$ cat config.mk
export PLATFORM = sky130hd
export DESIGN_NAME = ppvl_iter
export DESIGN_NICKNAME = d
export VERILOG_FILES = /design/src/rtl/core/ppvl_pkg.sv /design/src/rtl/core/ppvl_iter.sv
export SDC_FILE = /design/constraint.sdc
export NUM_CORES = 1
export LEC_CHECK = 0
export ABC_AREA = 1
export BUFFER_PORTS_ARGS = -buffer_cell sky130_fd_sc_hd__buf_2
export CORE_ASPECT_RATIO = 1.1
export CORE_UTILIZATION = 40
export DETAILED_ROUTE_END_ITERATION = 8
export SETUP_SLACK_MARGIN = 0.05
export SLEW_MARGIN = 20
export SYNTH_ARGS = -nofsm -noshare
export SYNTH_HDL_FRONTEND = slang
export SYNTH_SLANG_ARGS = --single-unit
$ cat constraint.sdc
create_clock -name i_clk -period 18.85 [get_ports i_clk]
set_clock_uncertainty 0.15 [all_clocks]
set_input_delay 0 -clock i_clk [delete_from_list [all_inputs] [get_ports i_clk]]
set_output_delay 0 -clock i_clk [all_outputs]
set_load 0.05 [all_outputs]
$ cat src/rtl/core/ppvl_pkg.sv
`default_nettype none
// ----------------------------------------------------------------------------
// ppvl_pkg
// Shared types and constants for the pure-pursuit velocity limiter core.
// ----------------------------------------------------------------------------
package ppvl_pkg;

    // shared iterative unit
    localparam int IterW     = 48;   // remainder / radicand accumulator
    localparam int DenW      = 32;   // divisor
    localparam int ResW      = 18;   // quotient or root
    localparam int SqBitW    = 36;   // root bit weight
    localparam int CntW      = 5;
    localparam int DivSteps  = 16;
    localparam int SqrtSteps = 18;
    localparam int DivShift  = DivSteps - 1;
    localparam logic [SqBitW-1:0] SqBitInit = SqBitW'(1) << (2 * (SqrtSteps - 1));

    typedef enum logic {
        OP_DIV,
        OP_SQRT
    } t_iter_op;

    typedef struct packed {
        logic     start;
        t_iter_op op;
    } t_iter_req;

    typedef enum logic [2:0] {
        CFG_FORWARD_SPEED,
        CFG_VERTICAL_SPEED,
        CFG_TURN_RATE,
        CFG_FORWARD_ACCEL,
        CFG_VERTICAL_ACCEL,
        CFG_TURN_ACCEL,
        CFG_STOP_THRESHOLD,
        CFG_TICK_PERIOD
    } t_cfg_idx;

    typedef enum logic [4:0] {
        ST_IDLE,
        ST_DSQ_X,
        ST_DSQ_Y,
        ST_THR,
        ST_MUL_Z,
        ST_SQZ_GO,
        ST_SQZ_WAIT,
        ST_SQD_GO,
        ST_SQD_WAIT,
        ST_MUL_F,
        ST_SQF_GO,
        ST_SQF_WAIT,
        ST_MUL_L,
        ST_MUL_R,
        ST_CMP,
        ST_DIV_GO,
        ST_DIV_WAIT,
        ST_RAW,
        ST_STEP_F,
        ST_LIM_F,
        ST_STEP_Z,
        ST_LIM_Z,
        ST_STEP_Y,
        ST_LIM_Y,
        ST_DONE
    } t_state;

endpackage
`default_nettype wire

$ cat src/rtl/core/ppvl_iter.sv
`default_nettype none
// ----------------------------------------------------------------------------
// ppvl_iter
// Shared bit-serial unit: restoring divide or integer square root, one
// compare-and-subtract per cycle.
// ----------------------------------------------------------------------------
module ppvl_iter import ppvl_pkg::*; (
    input  wire logic            i_clk,
    input  wire logic            i_rst_n,
    input  wire t_iter_req       i_req,
    input  wire logic [IterW-1:0] i_num,
    input  wire logic [DenW-1:0]  i_den,
    output logic                 o_busy,
    output logic [ResW-1:0]      o_res
);

    logic              r_busy;
    logic [CntW-1:0]   r_cnt;
    t_iter_op          r_op;
    logic [IterW-1:0]  r_acc;
    logic [IterW-1:0]  r_b;
    logic [SqBitW-1:0] r_bit;
    logic [ResW-1:0]   r_q;

    logic [IterW-1:0]  w_cmp;
    logic [IterW-1:0]  w_diff;
    logic              w_ge;

    assign w_cmp  = (r_op == OP_SQRT) ? r_b + IterW'(r_bit) : r_b;
    assign w_ge   = r_acc >= w_cmp;
    assign w_diff = r_acc - w_cmp;

    always_ff @(posedge i_clk) begin
        if (!i_rst_n) begin
            r_busy <= 1'b0;
            r_cnt  <= '0;
        end else if (i_req.start) begin
            r_busy <= 1'b1;
            r_cnt  <= (i_req.op == OP_SQRT) ? CntW'(SqrtSteps - 1) : CntW'(DivSteps - 1);
        end else if (r_busy) begin
            r_cnt <= r_cnt - 1'b1;
            if (r_cnt == '0) begin
                r_busy <= 1'b0;
            end
        end
    end

    always_ff @(posedge i_clk) begin
        if (i_req.start) begin
            r_op  <= i_req.op;
            r_acc <= i_num;
            r_b   <= (i_req.op == OP_SQRT) ? '0 : IterW'(i_den) << DivShift;
            r_bit <= SqBitInit;
            r_q   <= '0;
        end else if (r_busy) begin
            if (w_ge) begin
                r_acc <= w_diff;
            end
            if (r_op == OP_SQRT) begin
                r_b   <= w_ge ? (r_b >> 1) + IterW'(r_bit) : r_b >> 1;
                r_bit <= r_bit >> 2;
            end else begin
                r_b <= r_b >> 1;
                r_q <= {r_q[ResW-2:0], w_ge};
            end
        end
    end

    assign o_busy = r_busy;
    assign o_res  = (r_op == OP_SQRT) ? r_b[ResW-1:0] : r_q;

endmodule
`default_nettype wire

; ---- Yosys cells after proc, flatten, opt, wreduce, memory -nomap -nowiden
; Cells that the tools add are included.
; Widths: inputs -> output; s select.
[word_totals]
ff_bits = 139
in_bits = 84
out_inout_bits = 19
elab_cells = 35
[op_classes]
add_sub_neg = 4
order_cmp = 1
muxes = 16
bitwise_logic = 1
n_reduce_logical = 6
[op_table]
columns = op, count
row1 = $mux 48, 8
row2 = $add 47x35->48, 1
row3 = $add 48x35->48, 1
row4 = $ge 48x48->1, 1
row5 = $sub 48x48->48, 1
row6 = $mux 47, 1
row7 = $mux 18, 1
row8 = $mux 5, 3
row9 = $reduce_and 2->1, 3
row10 = $logic_not 5->1, 1
row11 = $sub 5x1->5 const B, 1
row12 = $reduce_bool 2->1, 2
row13 = $mux 1, 3
row14 = $not 1->1, 1

; ---- Depth between registers and ports, before layout
; Gate-level depths: netlist of the first run.
[depth]
word_depth = 7
depth_mapped = 29
ltp_nobuf = 29

; ---- Least setup slack after synthesis of the first run
; Ideal clock, no wire load.
[synth_timing]
path_kind = register to register
from = reg r_b[8]
to = reg r_acc[0], enable pin
setup_ns = 0.520
arrival_time_ns = 6.670
path_slack_ns = 11.510
stages_incl_launch_ff = 25
path_buffers = 1
period_less_slack_ns = 7.340
cell_sequence = edfxtp_1 -> ha_1 -> nand2_1 -> o21ai_0 -> nand2_1 -> nand2_1 -> inv_1 -> o21ai_1 -> nand2_1 -> nand2_1 -> nand2_1 -> nand3_1 -> nand2_1 -> ha_1 -> nand2_1 -> nor2_2 -> inv_1 -> nor2_2 -> nand2_1 -> inv_1 -> nand3_1 -> nand4_4 -> buf_2 -> inv_1 -> o21ai_0
[synth_via]
elab_chain_cells = 5
[synth_lines]
columns = item, line_no
row1 = "start, declared", ppvl_iter.sv:21  ; logic [IterW-1:0] r_b;
row2 = "start signal, assigned", ppvl_iter.sv:52  ; r_b <= (i_req.op == OP_SQRT) ? '0 : IterW'(i_den) << DivShift;
row3 = "start signal, assigned", ppvl_iter.sv:60  ; r_b <= w_ge ? (r_b >> 1) + IterW'(r_bit) : r_b >> 1;
row4 = "start signal, assigned", ppvl_iter.sv:63  ; r_b <= r_b >> 1;
row5 = $add 48x35->48, ppvl_iter.sv:29  ; assign w_cmp = (r_op == OP_SQRT) ? r_b + IterW'(r_bit) : r_b;
row6 = $mux 48 (*), ppvl_iter.sv:29
row7 = $ge 48x48->1 (*), ppvl_iter.sv:30  ; assign w_ge = r_acc >= w_cmp;
row8 = $reduce_bool 2->1 (no source line) (*), --
row9 = $reduce_and 2->1 (no source line) (*), --
row10 = "end signal, assigned", ppvl_iter.sv:51  ; r_acc <= i_num;
row11 = "end signal, assigned", ppvl_iter.sv:57  ; r_acc <= w_diff;
row12 = "end, declared", ppvl_iter.sv:20  ; logic [IterW-1:0] r_acc;
; Mark *: on every way between the ends. The rest lies on a longest branch, timed or not.
; A chain may end at the register's enable or synchronous reset.

; ---- Final worst setup path of the first run
[layout_timing]
from = reg r_b[24]
to = reg r_acc[41], enable pin
; The elaborated chain is that of the path after synthesis.

==> impl_metrics.py, run 1 <==
metrics = {
    "worst_setup_path": {
        "crit_type": "flop to flop",
        "cp.arrival_ns": 5.91,
        "cp-start-kind": "flop",
        "reg2reg_depth": 21,
        "required_ns": 18.80,
        "critPathMaxFanout": 48,
        "regToRegSetupSlack_ns": 12.89,
        "end_kind": "flop",
    },
    "timing": {
        "hold_ws_ns": 0.1309,
        "rsz0062_at_grt": "false",
        "maxSlewViolCount": 0,
        "timing_hold_violations_final": 0,
        "setup_violations": 0,
        "clock.fmax_ghz": 0.1679,
        "min_period_over_period_pct": 31.59,
        "slew_headroom_pct": 40.38,
        "finalSetupTns_ns": 0,
        "tightest_slew_ns": 0.8849,
        "min_period_ns": 5.956,
    },
    "floorplanning": {
        "dieArea_sq_um": 37370,
        "io_pins": 103,
        "core_sq_um": 36080,
        "die_x_um": 184.4,
        "start_util_pct": 40.58,
        "die_h_um": 202.7,
        "rows": 73,
    },
    "power_and_ir_drop": {
        "clock_power_share_pct": 20.6,
        "p_total_mw": 1.660,
        "seqPwrFrac_pct": 27.6,
        "p_leak_nw": 7.717,
        "p_switching_uw": 794.0,
        "p_int_uw": 865.7,
        "power_density_nw_per_um2": 97.65,
        "irDropWorstVdd_v": 0.00007505,
        "sw_frac_of_total_pct": 47.84,
        "pwr-share-comb_pct": 51.8,
    },
    "drt": {
        "wire_per_inst_um": 18.89,
        "highest_layer": "met4",
        "drt_iter0_markers": 1490,
        "drt-met1-wl_um": 24440,
        "vias": 16670,
        "first_pass_iters": 6,
        "wl_met3_um": 3254,
        "wl_met2_um": 27090,
        "finalWirelength_um": 57950,
        "via_per_inst": 5.434,
        "route.detailed.drc": 0,
        "antenna_left": 0,
    },
    "final_layout": {
        "layout.cells.non_filler": 3068,
        "insertedDiodeCount": 0,
        "synthToLayoutAreaGrowth_pct": 16.09,
        "regArea_sq_um": 3754,
        "drive_gt1_share_pct": 7.323,
        "fillCellCount": 3885,
        "multi_input_area_sq_um": 9463,
        "fin_nets": 2741,
    },
    "synthesis": {
        "synthMuxAreaShare_pct": 0.06837,
        "ys_seq_elements": 139,
        "synth_top_family_by_area": "simple AND/OR/NAND/NOR gates",
        "ys_types": 51,
        "ys_dominant_reg_cell": "edfxtp_1",
        "netlist_instances": 2410,
        "synthSimpleGateAreaFrac_pct": 38.36,
        "synth-edff-count": 97,
        "syn_avg_cell_area_sq_um": 6.075,
        "synth-adder-area-share_pct": 7.657,
        "syn-num-nets": 2583,
        "synth-xor-area-share_pct": 3.470,
        "async_flop_share_pct": 0,
        "yosysSeqAreaShare_pct": 25.64,
        "ys.warnings.count": 0,
        "netlist_area_sq_um": 14640,
        "synth-compound-area-share_pct": 14.99,
    },
    "global_routing": {
        "overflow": 0,
        "grt_pass1_wl_um": 88910,
        "antenna_found_initial": 0,
        "grt_max_degree": 79,
        "first_global_vias": 16000,
        "grt_util_all_layers_pct": 31.64,
    },
    "cts": {
        "insertion_delay_ns": 0.47,
        "cts_tree": "built",
        "cts_num_sinks": 139,
        "clockBufferDepth": 2,
        "path_clk_slew_ns": 0.07,
        "cts-buffers-inserted": 17,
        "cts_root_buffer": "clkbuf_16",
        "htree_levels": 4,
    },
    "placement": {
        "hpwlAfterDp_um": 46170,
        "io_buffers": 102,
        "dp_cells": 2953,
        "routabilityCongestion": 0.9824,
    },
    "run": {
        "drv_cap": 0,
    },
    "hold_path": {
        "holdPathStages": 2,
        "hp-class": "input port to flop",
    },
    "outcome": {
        "status": "complete, no violations",
    },
}
## routing by layer
layer / track usage, % / vias up
met5: 0 / -
met3: 3.767 / 147
met2: 52.96 / 618
li1: - / 8221
met1: 39.43 / 7685
met4: 17.11 / 0
## worst paths after layout
check	endpoint	startpoint
max	r_acc[41]	r_b[24]
max reg2reg	r_acc[41]	r_b[24]
min	r_op	i_req[0]
min reg2reg	r_q[17]	r_q[17]
## worst max-delay path: stages, from the launching register on
cell      delay, ns
edfxtp_1       0.53
ha_1           0.41
nand2_1        0.13
o21ai_0        0.68
inv_1          0.09
o22ai_1        0.27
a21oi_1        0.11
a21oi_1        0.16
nand3b_1       0.11
o21ai_0        0.21
ha_1           0.45
nand2_2        0.09
nor2_1         0.18
inv_1          0.09
nor2_2         0.09
nand2_1        0.09
inv_1          0.09
nand3_1        0.12
nand4_4        0.49
inv_1          0.19
o21ai_4        0.15
buf_4          0.60
## state kept, by name (all words and copies together) (netlist names)
signal / cells
r_acc: 48
r_b: 48
r_bit: 18
r_q: 18
r_cnt: 5
o_busy: 1
r_op: 1
## cells by family after synthesis
logic type | after synthesis
xor gates and xnor gates | 58
AOI/OAI and AO/OA | 406
and+or+nand+nor | 1346
adders and majority gates | 89
DFF | 139
muxes | 1
buffers and inverters | 371
## metrics by stage
stage | setup WS (ns) | area, sq um | utilization [%]
floorplan | 11.51 | 14640 | -
global placement | 12.96 | 15600 | 43.23
detailed placement | 13.02 | 15600 | 43.23
CTS | 12.98 | 17000 | 47.11
global route | 12.55 | 17000 | 47.11
finish | 12.89 | 17000 | 47.11
## synthesized netlist by cell type (all sizes together) (3+ instances only)
library cell  number  share of area, %
nand2            744                19
inv              315               8.1
nor2             294               7.6
nand3            198               6.9
o21ai            195               6.7
a21oi            143               4.9
edfxtp            97                20
ha                88               7.5
xor2              43               2.6
dfxtp             42               5.7
nand4             40               1.8
clkbuf            37              0.96
nor3              28              0.96
or2               22              0.94
buf               18              0.73
o21bai            18              0.92
a31oi             15              0.64
xnor2             15              0.90
a21o              11              0.56
nand3b             8              0.41
nor4               7              0.30
a21boi             4              0.21
o21a               4              0.21
o22ai              4              0.17
and3               3              0.13
o211ai             3              0.15
o31ai              3              0.15
## cell type report
class                      instances  area share, %
multi-input combinational       1900          55.68
inverter                         316          7.016
sequential                       139          22.08
clock buffer                      21          2.900
clock inverter                    11         0.4491
tap                              487          3.585
timing repair buffer             194          8.289
## power by group through the flow
stage / logic [mW] / registers, mW / clock network, mW
floorplan: 0.610 / 0.434 / 0
global placement: 0.825 / 0.461 / 0
detailed placement: 0.829 / 0.461 / 0
CTS: 0.847 / 0.456 / 0.345
global route: 0.957 / 0.463 / 0.357
finish: 0.860 / 0.458 / 0.341
## placed cells by master, fill, tap and decap left out, types with 4 or more instances in the layout
cell type / synthesis / routed
nand2_1: 737 / 737
o21bai_1: 18 / 18
a21o_1: 11 / 11
o22ai_1: 4 / 4
inv_1: 311 / 310
nand2_2: 6 / 6
a21oi_1: 141 / 141
o21ai_0: 179 / 178
nor3_1: 28 / 28
buf_2: 7 / 102
nor4_1: 7 / 7
clkbuf_16: 0 / 19
edfxtp_1: 97 / 97
o21ai_1: 15 / 15
inv_4: 0 / 5
nand3_1: 195 / 195
nor2_1: 289 / 288
or2_2: 19 / 19
nor2_2: 5 / 6
nand3b_1: 8 / 8
o21a_1: 4 / 4
dfxtp_1: 42 / 42
xnor2_1: 15 / 15
dlygate4sd3_1: 0 / 83
xor2_1: 43 / 43
ha_1: 88 / 88
buf_4: 2 / 9
a31oi_1: 15 / 15
nand4_1: 39 / 39
a21boi_0: 4 / 4
## timing repair
item | in CTS | in global routing
resized for setup | 0 | 0
endpoints found under the hold margin | 90 | 0
buffers inserted | 0 | 0
hold buffers | 83 | 0
(Power assumes the default switching activity.)
==> run 2: changes to the inputs <==
==> constraint.sdc (replaced) <==
create_clock -name i_clk -period 5.6 [get_ports i_clk]
set_clock_uncertainty 0.15 [all_clocks]
set_input_delay 0 -clock i_clk [delete_from_list [all_inputs] [get_ports i_clk]]
set_output_delay 0 -clock i_clk [all_outputs]
set_load 0.05 [all_outputs]
==> run 2 against run 1 <==
Sequential cell count is the same. Count of clock-buffer cells in the layout grew 2. Maximum frequency up 13%. Sequential share of layout area is 0.18 points lower. Via count down 0.52%. Combinational power grew to 3.5 times the previous value. Core utilization rose by 0.38 points. Routed wire length is 1.7% higher. Register-to-register slack lost 13 ns. First-iteration DRC count shrank 6.3%. Die area unchanged. Non-clock buffer count increased by 11. Largest cell class unchanged.
==> impl_metrics.py, run 2 (synthesis gave the netlist of run 1 again) <==
metrics = {
    "outcome": {
        "status": "complete, no violations",
    },
    "floorplanning": {
        "die_h_um": 202.7,
        "start_util_pct": 40.58,
        "rows": 73,
        "die_x_um": 184.4,
        "io_pins": 103,
        "core_sq_um": 36080,
        "dieArea_sq_um": 37370,
    },
    "cts": {
        "insertion_delay_ns": 0.48,
        "htree_levels": 4,
        "path_clk_slew_ns": 0.07,
        "cts_tree": "built",
        "clockBufferDepth": 2,
        "cts_root_buffer": "clkbuf_16",
        "cts_num_sinks": 139,
        "cts-buffers-inserted": 17,
        "postCtsSetupRepairBufs": 0,
    },
    "worst_setup_path": {
        "slowest_stage": "edfxtp_1",
        "regToRegSetupSlack_ns": 0.31,
        "cp-start-kind": "flop",
        "end_kind": "flop",
        "cp_top_family": "simple AND/OR/NAND/NOR gates",
        "slowest_delay_ns": 0.57,
        "critPathMaxFanout": 22,
        "required_ns": 5.73,
        "cp_cell_sequence": "ha_1 -> nand2_1 -> o21ai_0 -> a21oi_1 -> nand2_1 -> nand2_1 -> nand2_1 -> nand2_1 -> o21ai_0 -> xor2_1 -> inv_1 -> ha_1 -> nand2_1 -> inv_1 -> a21oi_1 -> nand2_1 -> a21oi_1 -> nand4_4 -> nand2_4 -> buf_4 -> o21ai_0 -> nor2_1",
        "crit_type": "flop to flop",
        "critPathMostFrequentCell": "nand2_1",
        "cp.buffers_inverters": 3,
        "cp.arrival_ns": 5.42,
    },
    "hold_path": {
        "hp-class": "input port to flop",
    },
    "final_layout": {
        "utilization_pct": 47.49,
        "insertedDiodeCount": 0,
        "layout.cells.non_filler": 3079,
        "drive_gt1_share_pct": 7.716,
        "fillCellCount": 3901,
        "layout_commonest_cell": "nand2_1",
        "multi_input_area_sq_um": 9463,
        "fin_nets": 2752,
        "regArea_sq_um": 3754,
        "largestRegisters": "r_acc x48, r_b x48",
        "synthToLayoutAreaGrowth_pct": 17.04,
        "mostFrequentLayoutCells": "737 x nand2_1, 310 x inv_1, 288 x nor2_1, 195 x nand3_1, 176 x o21ai_0",
    },
    "timing": {
        "finalSetupTns_ns": 0,
        "min_period_over_period_pct": 94.39,
        "timing_hold_violations_final": 0,
        "rsz0062_at_grt": "false",
        "slew_headroom_pct": 42.92,
        "min_period_ns": 5.286,
        "clock.fmax_ghz": 0.1892,
        "setup_violations": 0,
        "tightest_slew_ns": 0.8553,
        "maxSlewViolCount": 0,
    },
    "drt": {
        "route.detailed.drc": 0,
        "antenna_left": 0,
        "first_pass_iters": 6,
        "finalWirelength_um": 58920,
        "wire_per_inst_um": 19.13,
        "via_per_inst": 5.386,
        "drt_iter0_markers": 1396,
        "vias": 16580,
    },
    "global_routing": {
        "first_global_vias": 16110,
        "grt_pass1_wl_um": 89400,
        "grt_util_all_layers_pct": 32.07,
        "grt_max_degree": 120,
        "antenna_found_initial": 0,
        "overflow": 0,
    },
    "power_and_ir_drop": {
        "p_leak_nw": 7.790,
        "p_switching_mw": 2.705,
        "irDropWorstVdd_v": 0.0002455,
        "clock_power_share_pct": 21.1,
        "pwr-share-comb_pct": 52.2,
        "p_int_mw": 2.979,
        "seqPwrFrac_pct": 26.7,
        "power_density_nw_per_um2": 331.7,
        "sw_frac_of_total_pct": 47.59,
    },
    "placement": {
        "io_buffers": 102,
        "hpwlAfterDp_um": 46450,
        "routabilityCongestion": 1.008,
        "dp_cells": 2965,
    },
    "run": {
        "drv_cap": 0,
    },
}
## run 2: cell count changes in the layout (fill, tap and decap cells not counted)
| cell | delta |
|---|---|
| clkbuf_16 | +2 |
| clkbuf_1 | +1 |
| dlygate4sd3_1 | -1 |
| buf_12 | +2 |
| inv_6 | -1 |
| clkbuf_8 | -1 |
| o21ai_1 | +2 |
| inv_4 | -3 |
| o21ai_0 | -2 |
| clkinv_2 | -1 |
| clkinv_4 | +3 |
| buf_4 | +10 |
## run 2: what timing repair did
| item | 4_1_cts | 5_1_grt |
|---|---|---|
| gates resized for setup | 0 | 2 |
| endpoints found under the hold margin | 87 | 0 |
| hold buffers | 82 | 0 |
| setup endpoints to repair | 0 | 10 |
## run 2: cell type report
| class | count | area share, % |
|---|---|---|
| clock buffer | 23 | 3.111 |
| clock inverter | 9 | 0.4089 |
| inverter | 316 | 6.959 |
| multi-input combinational | 1900 | 55.22 |
| sequential | 139 | 21.91 |
| tap | 487 | 3.556 |
| timing repair buffer | 205 | 8.835 |
## run 2: final timing paths
| kind | start | to | depth (start not counted) |
|---|---|---|---|
| max reg2reg | r_b[10] | r_b[0] | 22 |
| min reg2reg | r_q[17] | r_q[17] | 2 |
| max | r_b[10] | r_b[0] | 22 |
| min | i_req[1] | r_op | 2 |
## run 2: through the flow
step	hold slack [ns]	total power [mW]	area, sq um	setup slack, ns
CTS	0.1187	5.648	17140	0.3894
floorplan	-0.05113	3.512	14640	0.4737
detailed placement	0.07724	4.392	15710	0.4118
global placement	0.07240	4.374	15710	0.5048
global route	0.1412	6.080	17140	0.09681
finish	0.09706	5.685	17140	0.3140
## run 2: worst register-to-register path, delay by kind of cell (launching register included)
family,cells,cell delay [ns]
AO/OA/AOI/OAI,6,1.41
AND/OR/NAND/NOR,10,1.46
buffers and inverters,3,0.47
adder cells (fa/ha/maj),2,0.80
XOR/XNOR,1,0.24
flip-flops,1,0.57
## run 2: power by group through the flow
stage	registers, mW	logic (mW)	clock network [mW]
6_report	1.52	2.97	1.20
5_1_grt	1.53	3.30	1.25
4_1_cts	1.51	2.92	1.22
3_5_place_dp	1.53	2.86	0
3_3_place_gp	1.53	2.84	0
2_1_floorplan	1.46	2.06	0
## run 2: metal layers
metal  global-route usage (%)  vias up  part of all wire (%)
met2                    55.09      595                    47
met5                        0        -                     0
li1                         -     8239                     -
met3                    3.229      142                   5.0
met1                    39.30     7608                    43
met4                    16.99        0                   4.9
==> run 3: changes to the inputs <==
--- a/config.mk
+++ b/config.mk
@@ -5,7 +5,6 @@
 export SDC_FILE = /design/constraint.sdc
 export NUM_CORES = 1
 export LEC_CHECK = 0
-export ABC_AREA = 1
 export BUFFER_PORTS_ARGS = -buffer_cell sky130_fd_sc_hd__buf_2
 export CORE_ASPECT_RATIO = 1.1
 export CORE_UTILIZATION = 40
==> run 3 against run 2 <==
Critical path depth is the same. Hold slack gained 0.089 ns. Die area shrank 21%. Sequential share of layout area grew 4.6 points. Count of clock-buffer cells in the layout shrank 6. Register-to-register slack lost 0.05 ns. Design area shrank 17%. Synthesized cell count shrank 42%. Largest cell class unchanged. Routed wire length shrank 43%.
==> impl_metrics.py, run 3 <==
metrics = {
    "outcome": {
        "status": "complete, no violations",
    },
    "synthesis": {
        "synth-edff-count": 97,
        "netlist_area_sq_um": 11530,
        "ys_types": 78,
        "synth_area_leaders": "edfxtp_1 25%, ha_1 9.6%, nand2_1 8.5%",
        "ys_dominant_reg_cell": "edfxtp_1",
        "async_flop_share_pct": 0,
        "yosysSeqAreaShare_pct": 32.56,
        "yosys.area.top_type_share_pct": 25.27,
        "synth_top_cell_by_area": "edfxtp_1",
        "syn_avg_cell_area_sq_um": 8.269,
        "synth_common_cells": "262 x nand2_1, 125 x o21ai_0, 123 x a21oi_1",
        "ys.warnings.count": 0,
        "netlist_instances": 1394,
        "syn-num-nets": 1567,
        "yosys.cell_count.top_type": "nand2_1",
        "ys_seq_elements": 139,
    },
    "final_layout": {
        "design_area_sq_um": 14170,
        "insertedDiodeCount": 0,
        "regArea_sq_um": 3754,
        "fillCellCount": 2732,
        "fin_nets": 1748,
        "drive_gt1_share_pct": 16.75,
        "mostFrequentLayoutCells": "261 x nand2_1, 124 x o21ai_0, 122 x a21oi_1, 103 x nor2_1, 101 x buf_2",
        "largestRegisters": "r_acc x48, r_b x48",
        "layout_commonest_cell": "nand2_1",
        "multi_input_area_sq_um": 7508,
        "synthToLayoutAreaGrowth_pct": 22.96,
        "layout.cells.non_filler": 1951,
    },
    "timing": {
        "slew_headroom_pct": 45.68,
        "rsz0062_at_grt": "false",
        "setup_violations": 0,
        "maxSlewViolCount": 0,
        "timing_hold_violations_final": 0,
        "tightest_slew_ns": 0.8122,
        "clock.fmax_ghz": 0.1873,
        "min_period_over_period_pct": 95.36,
        "finalSetupTns_ns": 0,
        "min_period_ns": 5.340,
    },
    "worst_setup_path": {
        "required_ns": 5.62,
        "cp.arrival_ns": 5.36,
        "reg2reg_depth": 22,
        "critPathMostFrequentCell": "a21o_1",
        "slowest_delay_ns": 0.42,
        "critPathMaxFanout": 7,
        "cp_cell_sequence": "ha_1 -> nand4_1 -> o21ai_2 -> a21oi_4 -> o31ai_4 -> a31oi_4 -> o21bai_2 -> nand4_1 -> a21boi_1 -> xor2_1 -> mux2i_2 -> ha_4 -> a21o_1 -> a21o_1 -> a21o_1 -> nor2_1 -> o2111ai_2 -> a221oi_4 -> o41ai_2 -> o31ai_2 -> xor2_1 -> o21ai_1",
        "slowest_stage": "a221oi_4",
        "cp-start-kind": "flop",
        "crit_type": "flop to flop",
        "end_kind": "flop",
        "regToRegSetupSlack_ns": 0.26,
    },
    "floorplanning": {
        "start_util_pct": 41.01,
        "dieArea_sq_um": 29500,
        "die_x_um": 163.9,
        "core_sq_um": 28110,
        "io_pins": 103,
        "rows": 64,
        "die_h_um": 180.0,
    },
    "cts": {
        "cts-buffers-inserted": 17,
        "cts_root_buffer": "clkbuf_16",
        "clockBufferDepth": 2,
        "cts_tree": "built",
        "cts_num_sinks": 139,
        "htree_levels": 4,
        "path_clk_slew_ns": 0.07,
        "insertion_delay_ns": 0.44,
    },
    "power_and_ir_drop": {
        "pwr-share-comb_pct": 50.8,
        "p_total_mw": 5.369,
        "p_int_mw": 3.083,
        "p_leak_nw": 5.641,
        "power_density_nw_per_um2": 378.8,
        "sw_frac_of_total_pct": 42.57,
        "p_switching_mw": 2.285,
        "irDropWorstVdd_v": 0.0001774,
        "clock_power_share_pct": 21.0,
        "seqPwrFrac_pct": 28.2,
    },
    "drt": {
        "first_pass_iters": 5,
        "wl_met2_um": 17210,
        "highest_layer": "met4",
        "drt-met1-wl_um": 14150,
        "finalWirelength_um": 33320,
        "via_per_inst": 5.517,
        "wl_met3_um": 1129,
        "vias": 10760,
        "route.detailed.drc": 0,
        "wire_per_inst_um": 17.08,
        "drt_iter0_markers": 507,
        "antenna_left": 0,
    },
    "global_routing": {
        "first_global_vias": 10440,
        "grt_pass1_wl_um": 52390,
        "grt_util_all_layers_pct": 22.50,
        "antenna_found_initial": 0,
        "grt_max_degree": 92,
        "overflow": 0,
    },
    "hold_path": {
        "hp-class": "input port to flop",
        "holdPathStages": 2,
    },
    "placement": {
        "dpl_cell_area_sq_um": 12530,
        "io_buffers": 102,
        "hpwlAfterDp_um": 24290,
        "dp_cells": 1823,
        "routabilityCongestion": 0.8966,
    },
    "run": {
        "drv_cap": 0,
    },
}
-- run 3: cell count changes after synthesis, moves of 18 or more --
cell,previous run,this run
nand3_1,195,25
inv_1,311,23
clkbuf_1,36,58
nor2_1,289,104
xnor2_1,15,54
a21o_1,11,32
o21ai_0,179,125
nand2_1,737,262
xor2_1,43,83
a21oi_1,141,123
mux2_2,0,21
-- run 3: metal layers --
metal,up-vias,global-route usage (%)
li1,5365,-
met2,229,41.22
met3,56,3.107
met5,-,0
met1,5114,26.56
met4,0,7.370
-- run 3: worst paths after layout --
check,endpoint,start
worst max register to register,r_acc[47],r_b[6]
worst max-delay path,r_acc[47],r_b[6]
worst min register to register,r_q[17],r_q[17]
worst min-delay path,r_op,i_req[0]
-- run 3: cells by family (layout without fill, tap and decap cells) --
family | Yosys count | count (layout) | share of synthesized area (%)
AND/OR/NAND/NOR | 493 | 493 | 18.89
AO/OA/AOI/OAI | 405 | 405 | 22.05
flip-flops | 139 | 139 | 32.56
XOR/XNOR | 137 | 137 | 10.41
buffers and inverters | 100 | 294 | 3.452
adder cells (fa/ha/maj) | 89 | 89 | 9.725
multiplexers | 31 | 31 | 2.920
-- run 3: final cells by class --
cell class	instances	share of cell area (%)
inverters	23	0.6091
well taps	363	3.204
clock buffers	17	3.001
multi-input cells	1155	52.97
repair buffers	239	12.72
clock inverters	15	1.006
flip-flops and latches	139	26.48
-- run 3: power by group through the flow --
stage,Sequential [mW],Clock [mW],Combinational (mW)
after global placement,1.53,0,2.58
final,1.51,1.13,2.73
after detailed placement,1.53,0,2.59
after global routing,1.53,1.19,3.01
after CTS,1.51,1.14,2.67
after floorplan,1.47,0,1.95
-- run 3: critical path: cells and delay by family, from the launching register on --
family | cells | cell delay [ns]
AOI/OAI and AO/OA | 14 | 2.82
adders and majority gates | 2 | 0.67
and+or+nand+nor | 3 | 0.39
xor gates and xnor gates | 2 | 0.29
muxes | 1 | 0.34
DFF | 1 | 0.40
-- run 3: metrics by stage --
| stage | util (%) | hold WS (ns) | setup slack (ns) |
|---|---|---|---|
| after CTS | 49.74 | 0.1733 | 0.03070 |
| after global placement | 44.58 | 0.09813 | 0.08344 |
| after global routing | 50.43 | 0.1764 | 0.01982 |
| after detailed placement | 44.58 | 0.09724 | -0.03943 |
| final | 50.43 | 0.1861 | 0.2598 |
| after floorplan | - | -0.05113 | 0.3903 |
-- run 3: what timing repair did --
action / 4_1_cts / 5_1_grt
cloned: 0 / 1
hold buffers: 86 / 0
hold endpoints to repair: 103 / 0
gates resized for setup: 3 / 20
setup endpoints to repair: 6 / 102
buffers inserted: 0 / 9
pin swaps: 0 / 9
